`config.mk`:
```
export PLATFORM = sky130hd
export DESIGN_NAME = rgb_hsv_cmyk_pixel_converter_core
export DESIGN_NICKNAME = d
export VERILOG_FILES = /design/src/rtl/core/rhc_pkg.sv /design/src/rtl/core/rgb_hsv_cmyk_pixel_converter_core.sv /design/src/rtl/core/rhc_div.sv
export SDC_FILE = /design/constraint.sdc
export NUM_CORES = 2
export LEC_CHECK = 0
export ABC_AREA = 0
export BUFFER_PORTS_ARGS = -buffer_cell sky130_fd_sc_hd__buf_4
export CORE_UTILIZATION = 55
export CTS_CLUSTER_DIAMETER = 80
export CTS_CLUSTER_SIZE = 24
export DETAILED_ROUTE_END_ITERATION = 10
export PLACE_DENSITY = 0.81
export SYNTH_ARGS = -nofsm -noshare
export SYNTH_HDL_FRONTEND = slang
export SYNTH_SLANG_ARGS = --single-unit
```
`constraint.sdc`:
```
create_clock -name clk -period 22.1 [get_ports clk]
set_input_delay 1.105 -clock clk [delete_from_list [all_inputs] [get_ports clk]]
set_output_delay 1.105 -clock clk [all_outputs]
set_load 0.01 [all_outputs]
```
`src/rtl/core/rhc_pkg.sv`:
```
// Shared types and constants for the pixel color space converter.
package rhc_pkg;

  // Conversion mode register codes.
  localparam logic [1:0] MODE_RGB_HSV  = 2'd0;
  localparam logic [1:0] MODE_HSV_RGB  = 2'd1;
  localparam logic [1:0] MODE_RGB_CMYK = 2'd2;
  localparam logic [1:0] MODE_CMYK_RGB = 2'd3;

  // Reciprocal constants for the rounded divisions by 510 and 30600.
  localparam logic [8:0]  P_RECIP = 9'd257;
  localparam int          P_SHIFT = 17;
  localparam logic [9:0]  Q_RECIP = 10'd548;
  localparam int          Q_SHIFT = 24;

  // One converted pixel.
  typedef struct packed {
    logic signed [9:0] a;
    logic [7:0]        b;
    logic [7:0]        c;
    logic [7:0]        d;
  } pix_out_t;

  // Per-pixel control that travels beside the arithmetic stages.
  typedef struct packed {
    logic [1:0] mode;
    logic [8:0] hue_off;
    logic       achrom;
    logic       grey;
    logic [7:0] val;
    logic [2:0] sext;
    pix_out_t   direct;
  } side_t;

endpackage

```
`src/rtl/core/rgb_hsv_cmyk_pixel_converter_core.sv`:
```
// Top level of the pipelined RGB, HSV and CMYK pixel converter.
//
// Pixels enter on the s_axis stream and leave on the m_axis stream, one
// result transaction for every input transaction, in order. The cfg channel
// writes the two-bit conversion mode: 0 RGB to HSV, 1 HSV to RGB, 2 RGB to
// CMYK, 3 CMYK to RGB. It is always ready and should only be written while
// no pixel is in flight.
// The datapath is a seven-stage pipeline that takes one pixel every cycle
// while the receiver does not stall it. The length is set by the
// two-bits-per-stage dividers for saturation and hue and by the multiply
// and reciprocal chain of the HSV to RGB path.
// When the receiver stalls with a result waiting, the whole pipeline holds
// and s_axis_tready drops; nothing is lost or repeated.
// Reset clears the pipeline valid bits and sets the mode to RGB to HSV.
module rgb_hsv_cmyk_pixel_converter_core import rhc_pkg::*; (
  input  logic        clk,
  input  logic        rst,
  input  logic        cfg_valid,
  output logic        cfg_ready,
  input  logic [1:0]  cfg_data,
  input  logic        s_axis_tvalid,
  output logic        s_axis_tready,
  input  logic [39:0] s_axis_tdata,   // chan_a[10:0], chan_b, chan_c, chan_d, zero pad
  output logic        m_axis_tvalid,
  input  logic        m_axis_tready,
  output logic [39:0] m_axis_tdata    // out_a[9:0], out_b, out_c, out_d, zero pad
);

  localparam logic [1:0] WHICH_R = 2'd0;
  localparam logic [1:0] WHICH_G = 2'd1;
  localparam logic [1:0] WHICH_B = 2'd2;

  logic [1:0] mode;
  logic       en;
  logic [6:0] vld;

  // Mode register.
  always_ff @(posedge clk) begin
    if (rst) begin
      mode <= MODE_RGB_HSV;
    end else if (cfg_valid) begin
      mode <= cfg_data;
    end
  end
  assign cfg_ready = 1'b1;

  // The pipeline moves whenever the output register is free or being taken.
  assign en            = !vld[6] || m_axis_tready;
  assign s_axis_tready = en;
  assign m_axis_tvalid = vld[6];

  always_ff @(posedge clk) begin
    if (rst) begin
      vld <= '0;
    end else if (en) begin
      vld <= {vld[5:0], s_axis_tvalid};
    end
  end

  // Stage 0: input register.
  logic signed [10:0] a0;
  logic [7:0]         b0, c0, d0;
  always_ff @(posedge clk) begin
    if (en) begin
      a0 <= s_axis_tdata[10:0];
      b0 <= s_axis_tdata[18:11];
      c0 <= s_axis_tdata[26:19];
      d0 <= s_axis_tdata[34:27];
    end
  end

  // Clamp, extremes, divider operands and the direct CMYK results.
  logic [7:0]  ac, mx, mn, dd, hx, cc, mm, yy, kk;
  logic [1:0]  which;
  logic [8:0]  hue_off;
  logic [16:0] s_num;
  logic [14:0] h_num;
  logic signed [11:0] h_ext, hm_s;
  logic [8:0]  hm;
  logic [2:0]  sext;
  logic [5:0]  hf;
  logic [8:0]  ksum_a, ksum_b, ksum_c;
  pix_out_t    direct;
  side_t       side_a;

  always_comb begin
    if (a0[10]) begin
      ac = 8'd0;
    end else if (a0[9:8] != 2'd0) begin
      ac = 8'd255;
    end else begin
      ac = a0[7:0];
    end

    mx = ac;
    which = WHICH_R;
    if (b0 > mx) begin
      mx = b0;
      which = WHICH_G;
    end
    if (c0 > mx) begin
      mx = c0;
      which = WHICH_B;
    end
    mn = ac;
    if (b0 < mn) mn = b0;
    if (c0 < mn) mn = c0;
    dd = mx - mn;

    // Hue numerator; the wrapped eight-bit sums stay within 0..d.
    case (which)
      WHICH_R: begin
        if (b0 >= c0) begin
          hx = b0 - c0;
          hue_off = 9'd0;
        end else begin
          hx = b0 - c0 + dd;
          hue_off = 9'd300;
        end
      end
      WHICH_G: begin
        if (c0 > ac) begin
          hx = c0 - ac;
          hue_off = 9'd120;
        end else begin
          hx = c0 - ac + dd;
          hue_off = 9'd60;
        end
      end
      default: begin
        if (ac > b0) begin
          hx = ac - b0;
          hue_off = 9'd240;
        end else begin
          hx = ac - b0 + dd;
          hue_off = 9'd180;
        end
      end
    endcase
    s_num = (17'(dd) << 9) - (17'(dd) << 1) + 17'(mx);
    h_num = (15'(hx) << 7) - (15'(hx) << 3) + 15'(dd);

    // Hue reduced into 0..359, then split into sextant and remainder.
    h_ext = {a0[10], a0};
    if (h_ext < 0) begin
      if (h_ext + 12'sd360 >= 0) begin
        hm_s = h_ext + 12'sd360;
      end else if (h_ext + 12'sd720 >= 0) begin
        hm_s = h_ext + 12'sd720;
      end else begin
        hm_s = h_ext + 12'sd1080;
      end
    end else if (h_ext >= 12'sd720) begin
      hm_s = h_ext - 12'sd720;
    end else if (h_ext >= 12'sd360) begin
      hm_s = h_ext - 12'sd360;
    end else begin
      hm_s = h_ext;
    end
    hm = hm_s[8:0];
    if (hm >= 9'd300) begin
      sext = 3'd5;
      hf = 6'(hm - 9'd300);
    end else if (hm >= 9'd240) begin
      sext = 3'd4;
      hf = 6'(hm - 9'd240);
    end else if (hm >= 9'd180) begin
      sext = 3'd3;
      hf = 6'(hm - 9'd180);
    end else if (hm >= 9'd120) begin
      sext = 3'd2;
      hf = 6'(hm - 9'd120);
    end else if (hm >= 9'd60) begin
      sext = 3'd1;
      hf = 6'(hm - 9'd60);
    end else begin
      sext = 3'd0;
      hf = 6'(hm);
    end

    // CMYK in both directions fits in this stage.
    cc = ~ac;
    mm = ~b0;
    yy = ~c0;
    kk = (cc < mm) ? cc : mm;
    if (yy < kk) kk = yy;
    ksum_a = 9'(ac) + 9'(d0);
    ksum_b = 9'(b0) + 9'(d0);
    ksum_c = 9'(c0) + 9'(d0);
    direct = '0;
    unique case (mode)
      MODE_RGB_CMYK: begin
        direct.a = {2'b00, cc - kk};
        direct.b = mm - kk;
        direct.c = yy - kk;
        direct.d = kk;
      end
      MODE_CMYK_RGB: begin
        direct.a = {2'b00, ksum_a[8] ? 8'd0 : ~ksum_a[7:0]};
        direct.b = ksum_b[8] ? 8'd0 : ~ksum_b[7:0];
        direct.c = ksum_c[8] ? 8'd0 : ~ksum_c[7:0];
      end
      MODE_RGB_HSV, MODE_HSV_RGB: begin
      end
    endcase

    side_a.mode    = mode;
    side_a.hue_off = hue_off;
    side_a.achrom  = (dd == 8'd0);
    side_a.grey    = (b0 == 8'd0) || (a0 == -11'sd1);
    side_a.val     = (mode == MODE_HSV_RGB) ? c0 : mx;
    side_a.sext    = sext;
    side_a.direct  = direct;
  end

  // Stage 1: divider operands, HSV operands and sideband.
  side_t       side_q [1:5];
  logic [16:0] s_num1;
  logic [8:0]  s_den1;
  logic [14:0] h_num1;
  logic [8:0]  h_den1;
  logic [7:0]  hs1;
  logic [5:0]  hf1;
  always_ff @(posedge clk) begin
    if (en) begin
      s_num1 <= s_num;
      s_den1 <= {mx, 1'b0};
      h_num1 <= h_num;
      h_den1 <= {dd, 1'b0};
      hs1    <= b0;
      hf1    <= hf;
      side_q[1] <= side_a;
      for (int k = 2; k <= 5; k++) begin
        side_q[k] <= side_q[k-1];
      end
    end
  end

  // Stages 2 to 5: saturation and hue dividers.
  logic [7:0] s_quo, h_quo;
  rhc_div #(.NW(17), .DW(9), .QW(8)) u_sat_div (
    .clk(clk), .en(en), .num(s_num1), .den(s_den1), .quo(s_quo)
  );
  rhc_div #(.NW(15), .DW(9), .QW(8)) u_hue_div (
    .clk(clk), .en(en), .num(h_num1), .den(h_den1), .quo(h_quo)
  );

  // HSV to RGB products and rounded divisions, registered in stages 2 to 5.
  logic [15:0] x2;
  logic [13:0] sf2, st2;
  logic [16:0] y3, y4;
  logic [21:0] wq3, wt3;
  logic [24:0] py4;
  logic [22:0] zq4, zt4, zq5, zt5;
  logic [31:0] pq5, pt5;
  logic [7:0]  p5;
  logic [7:0]  p0;
  logic [16:0] p_rem;
  always_comb begin
    p0    = py4[P_SHIFT+7:P_SHIFT];
    p_rem = y4 - ((17'(p0) << 9) - (17'(p0) << 1));
  end

  always_ff @(posedge clk) begin
    if (en) begin
      x2  <= 16'(side_q[1].val) * 16'(8'd255 - hs1);
      sf2 <= 14'(hs1) * 14'(hf1);
      st2 <= 14'(hs1) * 14'(6'd60 - hf1);
      y3  <= (17'(x2) << 1) + 17'd255;
      wq3 <= 22'(side_q[2].val) * 22'(14'd15300 - sf2);
      wt3 <= 22'(side_q[2].val) * 22'(14'd15300 - st2);
      y4  <= y3;
      py4 <= 25'(y3) * 25'(P_RECIP);
      zq4 <= (23'(wq3) << 1) + 23'd15300;
      zt4 <= (23'(wt3) << 1) + 23'd15300;
      p5  <= p0 + ((p_rem >= 17'd510) ? 8'd1 : 8'd0);
      zq5 <= zq4;
      zt5 <= zt4;
      pq5 <= 32'(zq4) * 32'(Q_RECIP);
      pt5 <= 32'(zt4) * 32'(Q_RECIP);
    end
  end

  // Final corrections, hue assembly and mode selection.
  logic [7:0]  q0, t0, qv, tv;
  logic [22:0] q_rem, t_rem;
  logic [8:0]  hue_sum, hue;
  pix_out_t    res;
  pix_out_t    out_q;
  side_t       sd;
  always_comb begin
    sd = side_q[5];
    q0 = pq5[Q_SHIFT+7:Q_SHIFT];
    t0 = pt5[Q_SHIFT+7:Q_SHIFT];
    q_rem = zq5 - 23'(q0) * 23'd30600;
    t_rem = zt5 - 23'(t0) * 23'd30600;
    qv = q0 + ((q_rem >= 23'd30600) ? 8'd1 : 8'd0);
    tv = t0 + ((t_rem >= 23'd30600) ? 8'd1 : 8'd0);
    hue_sum = sd.hue_off + 9'(h_quo);
    hue = (hue_sum >= 9'd360) ? hue_sum - 9'd360 : hue_sum;
    res = '0;
    unique case (sd.mode)
      MODE_RGB_HSV: begin
        res.a = sd.achrom ? -10'sd1 : $signed({1'b0, hue});
        res.b = sd.achrom ? 8'd0 : s_quo;
        res.c = sd.val;
      end
      MODE_HSV_RGB: begin
        if (sd.grey) begin
          res.a = {2'b00, sd.val};
          res.b = sd.val;
          res.c = sd.val;
        end else begin
          case (sd.sext)
            3'd0: begin res.a = {2'b00, sd.val}; res.b = tv;     res.c = p5;     end
            3'd1: begin res.a = {2'b00, qv};     res.b = sd.val; res.c = p5;     end
            3'd2: begin res.a = {2'b00, p5};     res.b = sd.val; res.c = tv;     end
            3'd3: begin res.a = {2'b00, p5};     res.b = qv;     res.c = sd.val; end
            3'd4: begin res.a = {2'b00, tv};     res.b = p5;     res.c = sd.val; end
            default: begin res.a = {2'b00, sd.val}; res.b = p5;  res.c = qv;     end
          endcase
        end
      end
      MODE_RGB_CMYK, MODE_CMYK_RGB: begin
        res = sd.direct;
      end
    endcase
  end

  // Stage 6: output register.
  always_ff @(posedge clk) begin
    if (en) begin
      out_q <= res;
    end
  end

  assign m_axis_tdata = {6'd0, out_q.d, out_q.c, out_q.b, out_q.a};

endmodule

```
`src/rtl/core/rhc_div.sv`:
```
// Pipelined restoring divider that resolves two quotient bits per stage.
module rhc_div #(
  parameter int NW = 17,
  parameter int DW = 9,
  parameter int QW = 8
) (
  input  logic          clk,
  input  logic          en,
  input  logic [NW-1:0] num,
  input  logic [DW-1:0] den,
  output logic [QW-1:0] quo
);

  localparam int RW = (NW > DW + QW) ? NW : DW + QW;
  localparam int NS = QW / 2;

  logic [RW-1:0] rem_q   [NS-1];
  logic [DW-1:0] den_q   [NS-1];
  logic [QW-1:0] quo_q   [NS];
  logic [RW-1:0] rem_src [NS];
  logic [RW-1:0] rem_nxt [NS];
  logic [DW-1:0] den_src [NS];
  logic [QW-1:0] quo_src [NS];
  logic [QW-1:0] quo_nxt [NS];

  // Each stage tries the two next quotient bits, highest first.
  always_comb begin
    logic [RW-1:0] trial;
    logic [RW-1:0] mid;
    rem_src[0] = RW'(num);
    den_src[0] = den;
    quo_src[0] = '0;
    for (int s = 1; s < NS; s++) begin
      rem_src[s] = rem_q[s-1];
      den_src[s] = den_q[s-1];
      quo_src[s] = quo_q[s-1];
    end
    for (int s = 0; s < NS; s++) begin
      quo_nxt[s] = quo_src[s];
      trial = RW'(den_src[s]) << (QW - 1 - 2 * s);
      if (rem_src[s] >= trial) begin
        mid = rem_src[s] - trial;
        quo_nxt[s][QW-1-2*s] = 1'b1;
      end else begin
        mid = rem_src[s];
      end
      trial = RW'(den_src[s]) << (QW - 2 - 2 * s);
      if (mid >= trial) begin
        rem_nxt[s] = mid - trial;
        quo_nxt[s][QW-2-2*s] = 1'b1;
      end else begin
        rem_nxt[s] = mid;
      end
    end
  end

  // Stage registers advance together with the rest of the pipeline.
  always_ff @(posedge clk) begin
    if (en) begin
      for (int s = 0; s < NS - 1; s++) begin
        rem_q[s] <= rem_nxt[s];
        den_q[s] <= den_src[s];
      end
      for (int s = 0; s < NS; s++) begin
        quo_q[s] <= quo_nxt[s];
      end
    end
  end

  assign quo = quo_q[NS-1];

endmodule

```
After elaboration in Yosys (flattened, before gate mapping)
Memory sizes are Yosys's and may differ from the RTL's.
Cells that the tools add are included.

cells by class
  $lt $le $gt $ge = 39
  reductions and logical operators = 10
  multipliers = 10
  eq/ne operators = 12
  mux-type cells = 80
  bitwise gates (word level) = 6
  $add $sub $neg = 59

operators by type and width
  kind                                                                 number
  2-to-1 mux 17 bit                                                    14
  2-to-1 mux 8 bit                                                     17
  case mux 24 bit (5 select lines)                                     1
  case mux 26 bit (3 select lines)                                     1
  2-to-1 mux 9 bit                                                     7
  multiplier 23 x 8 -> 30 bit, second input constant                   2
  subtractor 8 bit                                                     7
  inverter 8 bit                                                       6
  case mux 24 bit (2 select lines)                                     1
  adder 23 x 14 -> 23 bit, second input constant                       2
  greater-or-equal comparator 23 x 15 -> 1 bit, second input constant  2
  subtractor 23 bit                                                    2
  multiplier 9 x 15 -> 22 bit                                          2
  multiplier 8 x 12 -> 20 bit, second input constant                   2
  greater-or-equal comparator 17 x 10 -> 1 bit                         2
  greater-or-equal comparator 17 x 11 -> 1 bit                         2
  greater-or-equal comparator 17 x 12 -> 1 bit                         2
  greater-or-equal comparator 17 x 13 -> 1 bit                         2
  greater-or-equal comparator 17 x 14 -> 1 bit                         2
  greater-or-equal comparator 17 x 15 -> 1 bit                         2
  greater-or-equal comparator 17 x 9 -> 1 bit                          2
  subtractor 17 x 10 -> 17 bit                                         2
  subtractor 17 x 11 -> 17 bit                                         2
  subtractor 17 x 12 -> 17 bit                                         2
  64 further kinds                                                     130

word-level totals
  RAM bits = 510
  memories kept = 7
  input bits = 47
  output and inout port bits = 43
  word-level logic and storage cells = 254
  register bits after elaboration = 447

memories
  memory           depth  bits a word  read ports  clocked after memory_dff  wr ports  RTL line                                  source
  side_q           5      58           5           0                         5         rgb_hsv_cmyk_pixel_converter_core.sv:217  side_t side_q [1:5];
  u_hue_div.rem_q  3      17           3           0                         3         rhc_div.sv:17                             logic [RW-1:0] rem_q [NS-1];
  u_sat_div.rem_q  3      17           3           0                         3         rhc_div.sv:17
  u_hue_div.quo_q  4      8            4           0                         4         rhc_div.sv:19                             logic [QW-1:0] quo_q [NS];
  u_sat_div.quo_q  4      8            4           0                         4         rhc_div.sv:19
  u_hue_div.den_q  3      9            3           0                         3         rhc_div.sv:18                             logic [DW-1:0] den_q [NS-1];
  +1 memories      -      -            -           -                         -         -

Longest topological paths before layout
  word-level depth = 13
  gate-level depth with buffers = 48
  depth with buffers taken out = 45

Hierarchy
A second synthesis with hierarchy kept.

second synthesis, totals
  cell total of the unflattened synthesis = 6539
  area total of the unflattened synthesis = 68608.3 µm²

by module, submodules not included
  module                             area each (µm²)  cells each  times used  sequential area each (µm²)
  rgb_hsv_cmyk_pixel_converter_core  53892.9          5124        1           19128.3
  rhc_div at u_sat_div               7414.6           705         1           2942.8
  rhc_div at u_hue_div               7300.8           710         1           2942.8

Least setup slack after synthesis
Ideal clock, no wire load.

  path kind = input -> register
  from = input port m_axis_tready
  to = register a0[0], enable pin
  data required time = 20.943 ns
  arrival time = 17.021 ns
  path slack = 3.922 ns
  library setup time = 1.157 ns
  stages on the path = 3
  path buffers = 1
  path through = nor2b_1 > clkbuf_1 > inv_1

between the ends
  longest elaborated chain between the ends = 1

ends and longest elaborated chain
  what                  RTL line                                 source
  start, declared       rgb_hsv_cmyk_pixel_converter_core.sv:25  input logic m_axis_tready,
  logical OR 1 bit      rgb_hsv_cmyk_pixel_converter_core.sv:48  assign en = !vld[6] || m_axis_tready;
  via s_axis_tready     rgb_hsv_cmyk_pixel_converter_core.sv:22  output logic s_axis_tready,
  end signal, assigned  rgb_hsv_cmyk_pixel_converter_core.sv:65  a0 <= s_axis_tdata[10:0];
  end, declared         rgb_hsv_cmyk_pixel_converter_core.sv:61  logic signed [10:0] a0;

The timed path passes the listed nets, and every way through them passes these cells.
A chain may end at the register's enable or synchronous reset.

Final worst setup path
  from = register a0[8]
  to = register h_num1[14] (data pin)

between the ends
  longest elaborated chain between the ends = 13
  elaborated cells between the ends (all ways) = 29
  classes of those cells = add/sub: 8; order compare: 6; eq/ne: 1; mux: 12; reduce/logical: 2

ends and longest elaborated chain
  what                                                             RTL line                                                                                                                      source
  nonzero test 2 bit (*)                                           rgb_hsv_cmyk_pixel_converter_core.sv:89                                                                                       end else if (a0[9:8] != 2'd0) begin
  2-to-1 mux 8 bit (*)                                             rgb_hsv_cmyk_pixel_converter_core.sv:89
  2-to-1 mux 8 bit (*)                                             rgb_hsv_cmyk_pixel_converter_core.sv:87                                                                                       if (a0[10]) begin
  > comparator 8 bit / < comparator 8 bit (equally long branches)  rgb_hsv_cmyk_pixel_converter_core.sv:97, rgb_hsv_cmyk_pixel_converter_core.sv:106
  2-to-1 mux 8 bit (on tied branches)                              rgb_hsv_cmyk_pixel_converter_core.sv:97, rgb_hsv_cmyk_pixel_converter_core.sv:106
  > comparator 8 bit / < comparator 8 bit (equally long branches)  rgb_hsv_cmyk_pixel_converter_core.sv:101, rgb_hsv_cmyk_pixel_converter_core.sv:107
  2-to-1 mux 8 bit (on tied branches)                              rgb_hsv_cmyk_pixel_converter_core.sv:101, rgb_hsv_cmyk_pixel_converter_core.sv:107
  subtractor 8 bit (*)                                             rgb_hsv_cmyk_pixel_converter_core.sv:108                                                                                      dd = mx - mn;
  via dd[3]                                                        rgb_hsv_cmyk_pixel_converter_core.sv:73                                                                                       logic [7:0] ac, mx, mn, dd, hx, cc, mm, yy, kk;
  adder 8 bit (on tied branches)                                   rgb_hsv_cmyk_pixel_converter_core.sv:135, rgb_hsv_cmyk_pixel_converter_core.sv:117, rgb_hsv_cmyk_pixel_converter_core.sv:126
  2-to-1 mux 8 bit (on tied branches)                              rgb_hsv_cmyk_pixel_converter_core.sv:131, rgb_hsv_cmyk_pixel_converter_core.sv:113, rgb_hsv_cmyk_pixel_converter_core.sv:122
  case mux 8 bit (2 select lines)                                  rgb_hsv_cmyk_pixel_converter_core.sv:111                                                                                      case (which)
  subtractor 15 x 11 -> 15 bit                                     rgb_hsv_cmyk_pixel_converter_core.sv:141                                                                                      h_num = (15'(hx) << 7) - (15'(hx) << 3) + 15'(dd);
  adder 15 x 8 -> 15 bit (*)                                       rgb_hsv_cmyk_pixel_converter_core.sv:141
  via h_num[14]                                                    rgb_hsv_cmyk_pixel_converter_core.sv:77                                                                                       logic [14:0] h_num;
  end signal, assigned                                             rgb_hsv_cmyk_pixel_converter_core.sv:228                                                                                      h_num1 <= h_num;
  end, declared                                                    rgb_hsv_cmyk_pixel_converter_core.sv:220                                                                                      logic [14:0] h_num1;

The timed path passes the listed nets; every way through them passes the cells marked *.

==> summary.md <==
| Metric | Value |
|---|---|
| Initial core utilization | `0.557` |
| Nets | `7591` |
| Worst R2R Path Depth | `41` |
| Layout cells sized above 1 | `0.0421` |
| Slew Limit Fails | `0` |
| Die area | `122000 sq um` |
| Clk_skew | `0.0356 ns` |
| Worst rel slew slack | `0.175` |
| Final hold vios | `0` |
| Crit path launch type | `flip-flop` |
| H-tree Lvls | `2` |
| Root Buffer | `clkbuf_16` |
| Cells after synthesis | `6310` |
| Total Routed Length | `139000 um` |
| CTS clock-pin slew for the worst setup and hold paths | `0.09 ns` |
| Worst path required time | `22.51 ns` |
| Final TNS setup | `0 ns` |
| Detailed Place HPWL | `109000 um` |
| TritonCTS Buffers | `48` |
| Worst-Skew Late Latency | `0.69 ns` |
| CP delay by family, top | `simple AND/OR/NAND/NOR gates` |
| DR vias/cell | `5.61` |
| Setup Buffers After CTS | `0` |
| TritonRoute pass-1 iters | `6` |
| Syn-to-layout area delta | `5.86%` |
| Asr flop ratio synth | `0` |
| Main synth FF type | `edfxtp_1` |
| IO Port Bufs | `77` |
| Max Fanout on Critical Path | `17` |
| Post-synth top area share | `0.368` |
| Vias in the first global route | `44761` |
| Syn. warnings | `0` |
| HP Class | `flip-flop to flip-flop` |
| Tmin final | `10.88 ns` |
| Die span in y | `349 um` |
| Synth top area cells | `edfxtp_1, ha_1, fa_1, inv_1, xnor2_1` |
| Critical Path End Type | `flip-flop` |
| WHS | `0.409 ns` |
| Slowest stage delay, CP | `0.82 ns` |
| Cell mode on critical path | `ha_1` |
| Register bit total from synthesis | `821` |
| Die X | `349 um` |
| Mapped Area | `66200 sq um` |
| Post-route ant nets | `0` |
| Cell taking the most area after synthesis | `edfxtp_1` |
| Core area | `119000 sq um` |
| Wire length per cell | `17.5 um` |
| Clock buffer depth | `3` |
| Initial DRC Count | `3292` |
| Sink Count | `821` |
| Max Clock Freq | `91.9 MHz` |
| Largest net degree at the start of global routing | `208` |
| Worst-margin pin slew | `1.24 ns` |
| Post-synthesis sequential area ratio | `0.371` |
| # fillers | `9304` |
| Remaining global-route overflow | `0` |
| EDFF count, synth | `812` |
| Routability cong. | `0.945` |
| Max_cap viols | `0` |
| CTS tree | `built` |
| Antenna violations before repair | `3` |
| CP arrival | `11.29 ns` |
| Boundary Pins | `90` |
| Post-cts gate resize count | `0` |
| RSZ-0062 raised after global routing | `false` |
| Post-synthesis cell type count | `96` |
| Instance count on the critical path | `41` |
| Post-route DRC | `0` |
| Vias after detailed routing | `44722` |
| Hold depth | `0` |
| Syn_area_per_cell | `10.5 sq um` |
| Tcrit/Tclk final | `0.492` |
| Slowest cell on crit path | `nor2_1` |
| Final setup violation count | `0` |
| Setup CP Type | `flip-flop to flip-flop` |
| Hold-fix buffers at CTS | `0` |
| Worst path bufs/invs | `4` |
| Status | `complete, no violations` |
| First-pass GRT wire length | `226000 um` |
| Gr usage total | `0.230` |
| Num rows | `126` |
logic make-up after synthesis:
family,after synthesis,synth area share
AOI/OAI and AO/OA,1110,0.105
xor gates and xnor gates,440,0.0585
adders and majority gates,1200,0.271
buffers and inverters,1103,0.0634
DFF,821,0.371
muxes,86,0.0140
other,2,0.000113
and+or+nand+nor,1548,0.117
metrics by stage:
| step | instances | cell area, sq um | utilization | setup WS [ns] |
|---|---|---|---|---|
| floorplan | 6315 | 66200 | - | 3.92 |
| global placement | 7894 | 68500 | 0.577 | 11.59 |
| detailed placement | 7894 | 68500 | 0.577 | 11.44 |
| CTS | 7970 | 70000 | 0.590 | 11.38 |
| global route | 7970 | 70000 | 0.590 | 10.56 |
| finish | 7971 | 70000 | 0.590 | 11.22 |
metal layers:
layer | track usage | routed length, um | vias up
met1 | 0.315 | 62100 | 21636
met2 | 0.381 | 64800 | 1217
met3 | 0.0301 | 8330 | 221
li1 | - | - | 21644
met5 | 0 | 23 | -
met4 | 0.0693 | 4120 | 4
state kept, by name, indices dropped and copies added (netlist names), 19 cells and up:
| signal | cells |
|---|---|
| side_q | 270 |
| u_hue_div.rem_q | 51 |
| u_sat_div.rem_q | 51 |
| m_axis_tdata | 34 |
| wq3 | 22 |
| zq4 | 22 |
| u_sat_div.den_q | 21 |
| wt3 | 21 |
| zt4 | 21 |
| u_hue_div.quo_q | 20 |
| u_sat_div.quo_q | 20 |
| zq5 | 19 |
| zt5 | 19 |
cells in the mapped netlist, types with 37 or more instances:
cell type	count
inv_1	969
ha_1	813
edfxtp_1	812
nand2_1	447
fa_1	387
a21oi_1	340
nor2_1	325
xnor2_1	292
o21ai_0	265
and2_1	216
xor2_1	147
nor2b_1	131
a21o_1	128
clkbuf_1	112
nand2b_1	90
nor3_1	68
nand3_1	65
nand4_1	47
o21bai_1	45
mux2_2	44
mux2i_1	40
o22ai_1	40
a21boi_0	37
o21a_1	37
final timing paths:
check | from | to | slack (ns)
setup reg to reg | a0[8]$_DFFE_PP_ | h_num1[14]$_DFFE_PP_ | 11.22
hold reg to reg | side_q[0][249]$_DFFE_PP_ | side_q[0][307]$_DFFE_PP_ | 0.41
hold / removal | side_q[0][249]$_DFFE_PP_ | side_q[0][307]$_DFFE_PP_ | 0.41
setup / recovery | a0[8]$_DFFE_PP_ | h_num1[14]$_DFFE_PP_ | 11.22
layout by cell type, fill, tap and decap left out, types with 27 or more instances in the layout:
master / synthesis / layout
mux2i_1: 40 / 40
clkbuf_16: 0 / 48
a21boi_0: 37 / 37
a211oi_1: 27 / 27
nor4_1: 28 / 28
o21bai_1: 45 / 45
o21a_1: 37 / 37
edfxtp_1: 812 / 812
ha_1: 813 / 813
nor2_1: 325 / 325
nand4_1: 47 / 47
and2_1: 216 / 216
fa_1: 387 / 387
o21ai_0: 265 / 265
xor2_1: 147 / 147
a21o_1: 128 / 128
buf_4: 7 / 110
nor3_1: 68 / 68
a21oi_1: 340 / 340
mux2_2: 44 / 44
nand3_1: 65 / 65
and3_1: 32 / 32
nand2_1: 447 / 447
nor2b_1: 131 / 131
o22ai_1: 40 / 40
nand2b_1: 90 / 90
xnor2_1: 292 / 292
inv_1: 969 / 968
area by class of cell:
type	instances	area, sq um	area share
flip-flops and latches	821	24600	0.351
diodes	1	2.50	0.0000357
clock buffers	55	1230	0.0175
inverters	971	3650	0.0521
multi-input cells	4391	37400	0.534
repair buffers	111	846	0.0121
clock inverters	21	325	0.00464
well taps	1600	2000	0.0286
Power is left out: the tool's default activity adds up to more than one toggle a clock period on the data nets, which glitch-free logic cannot reach.
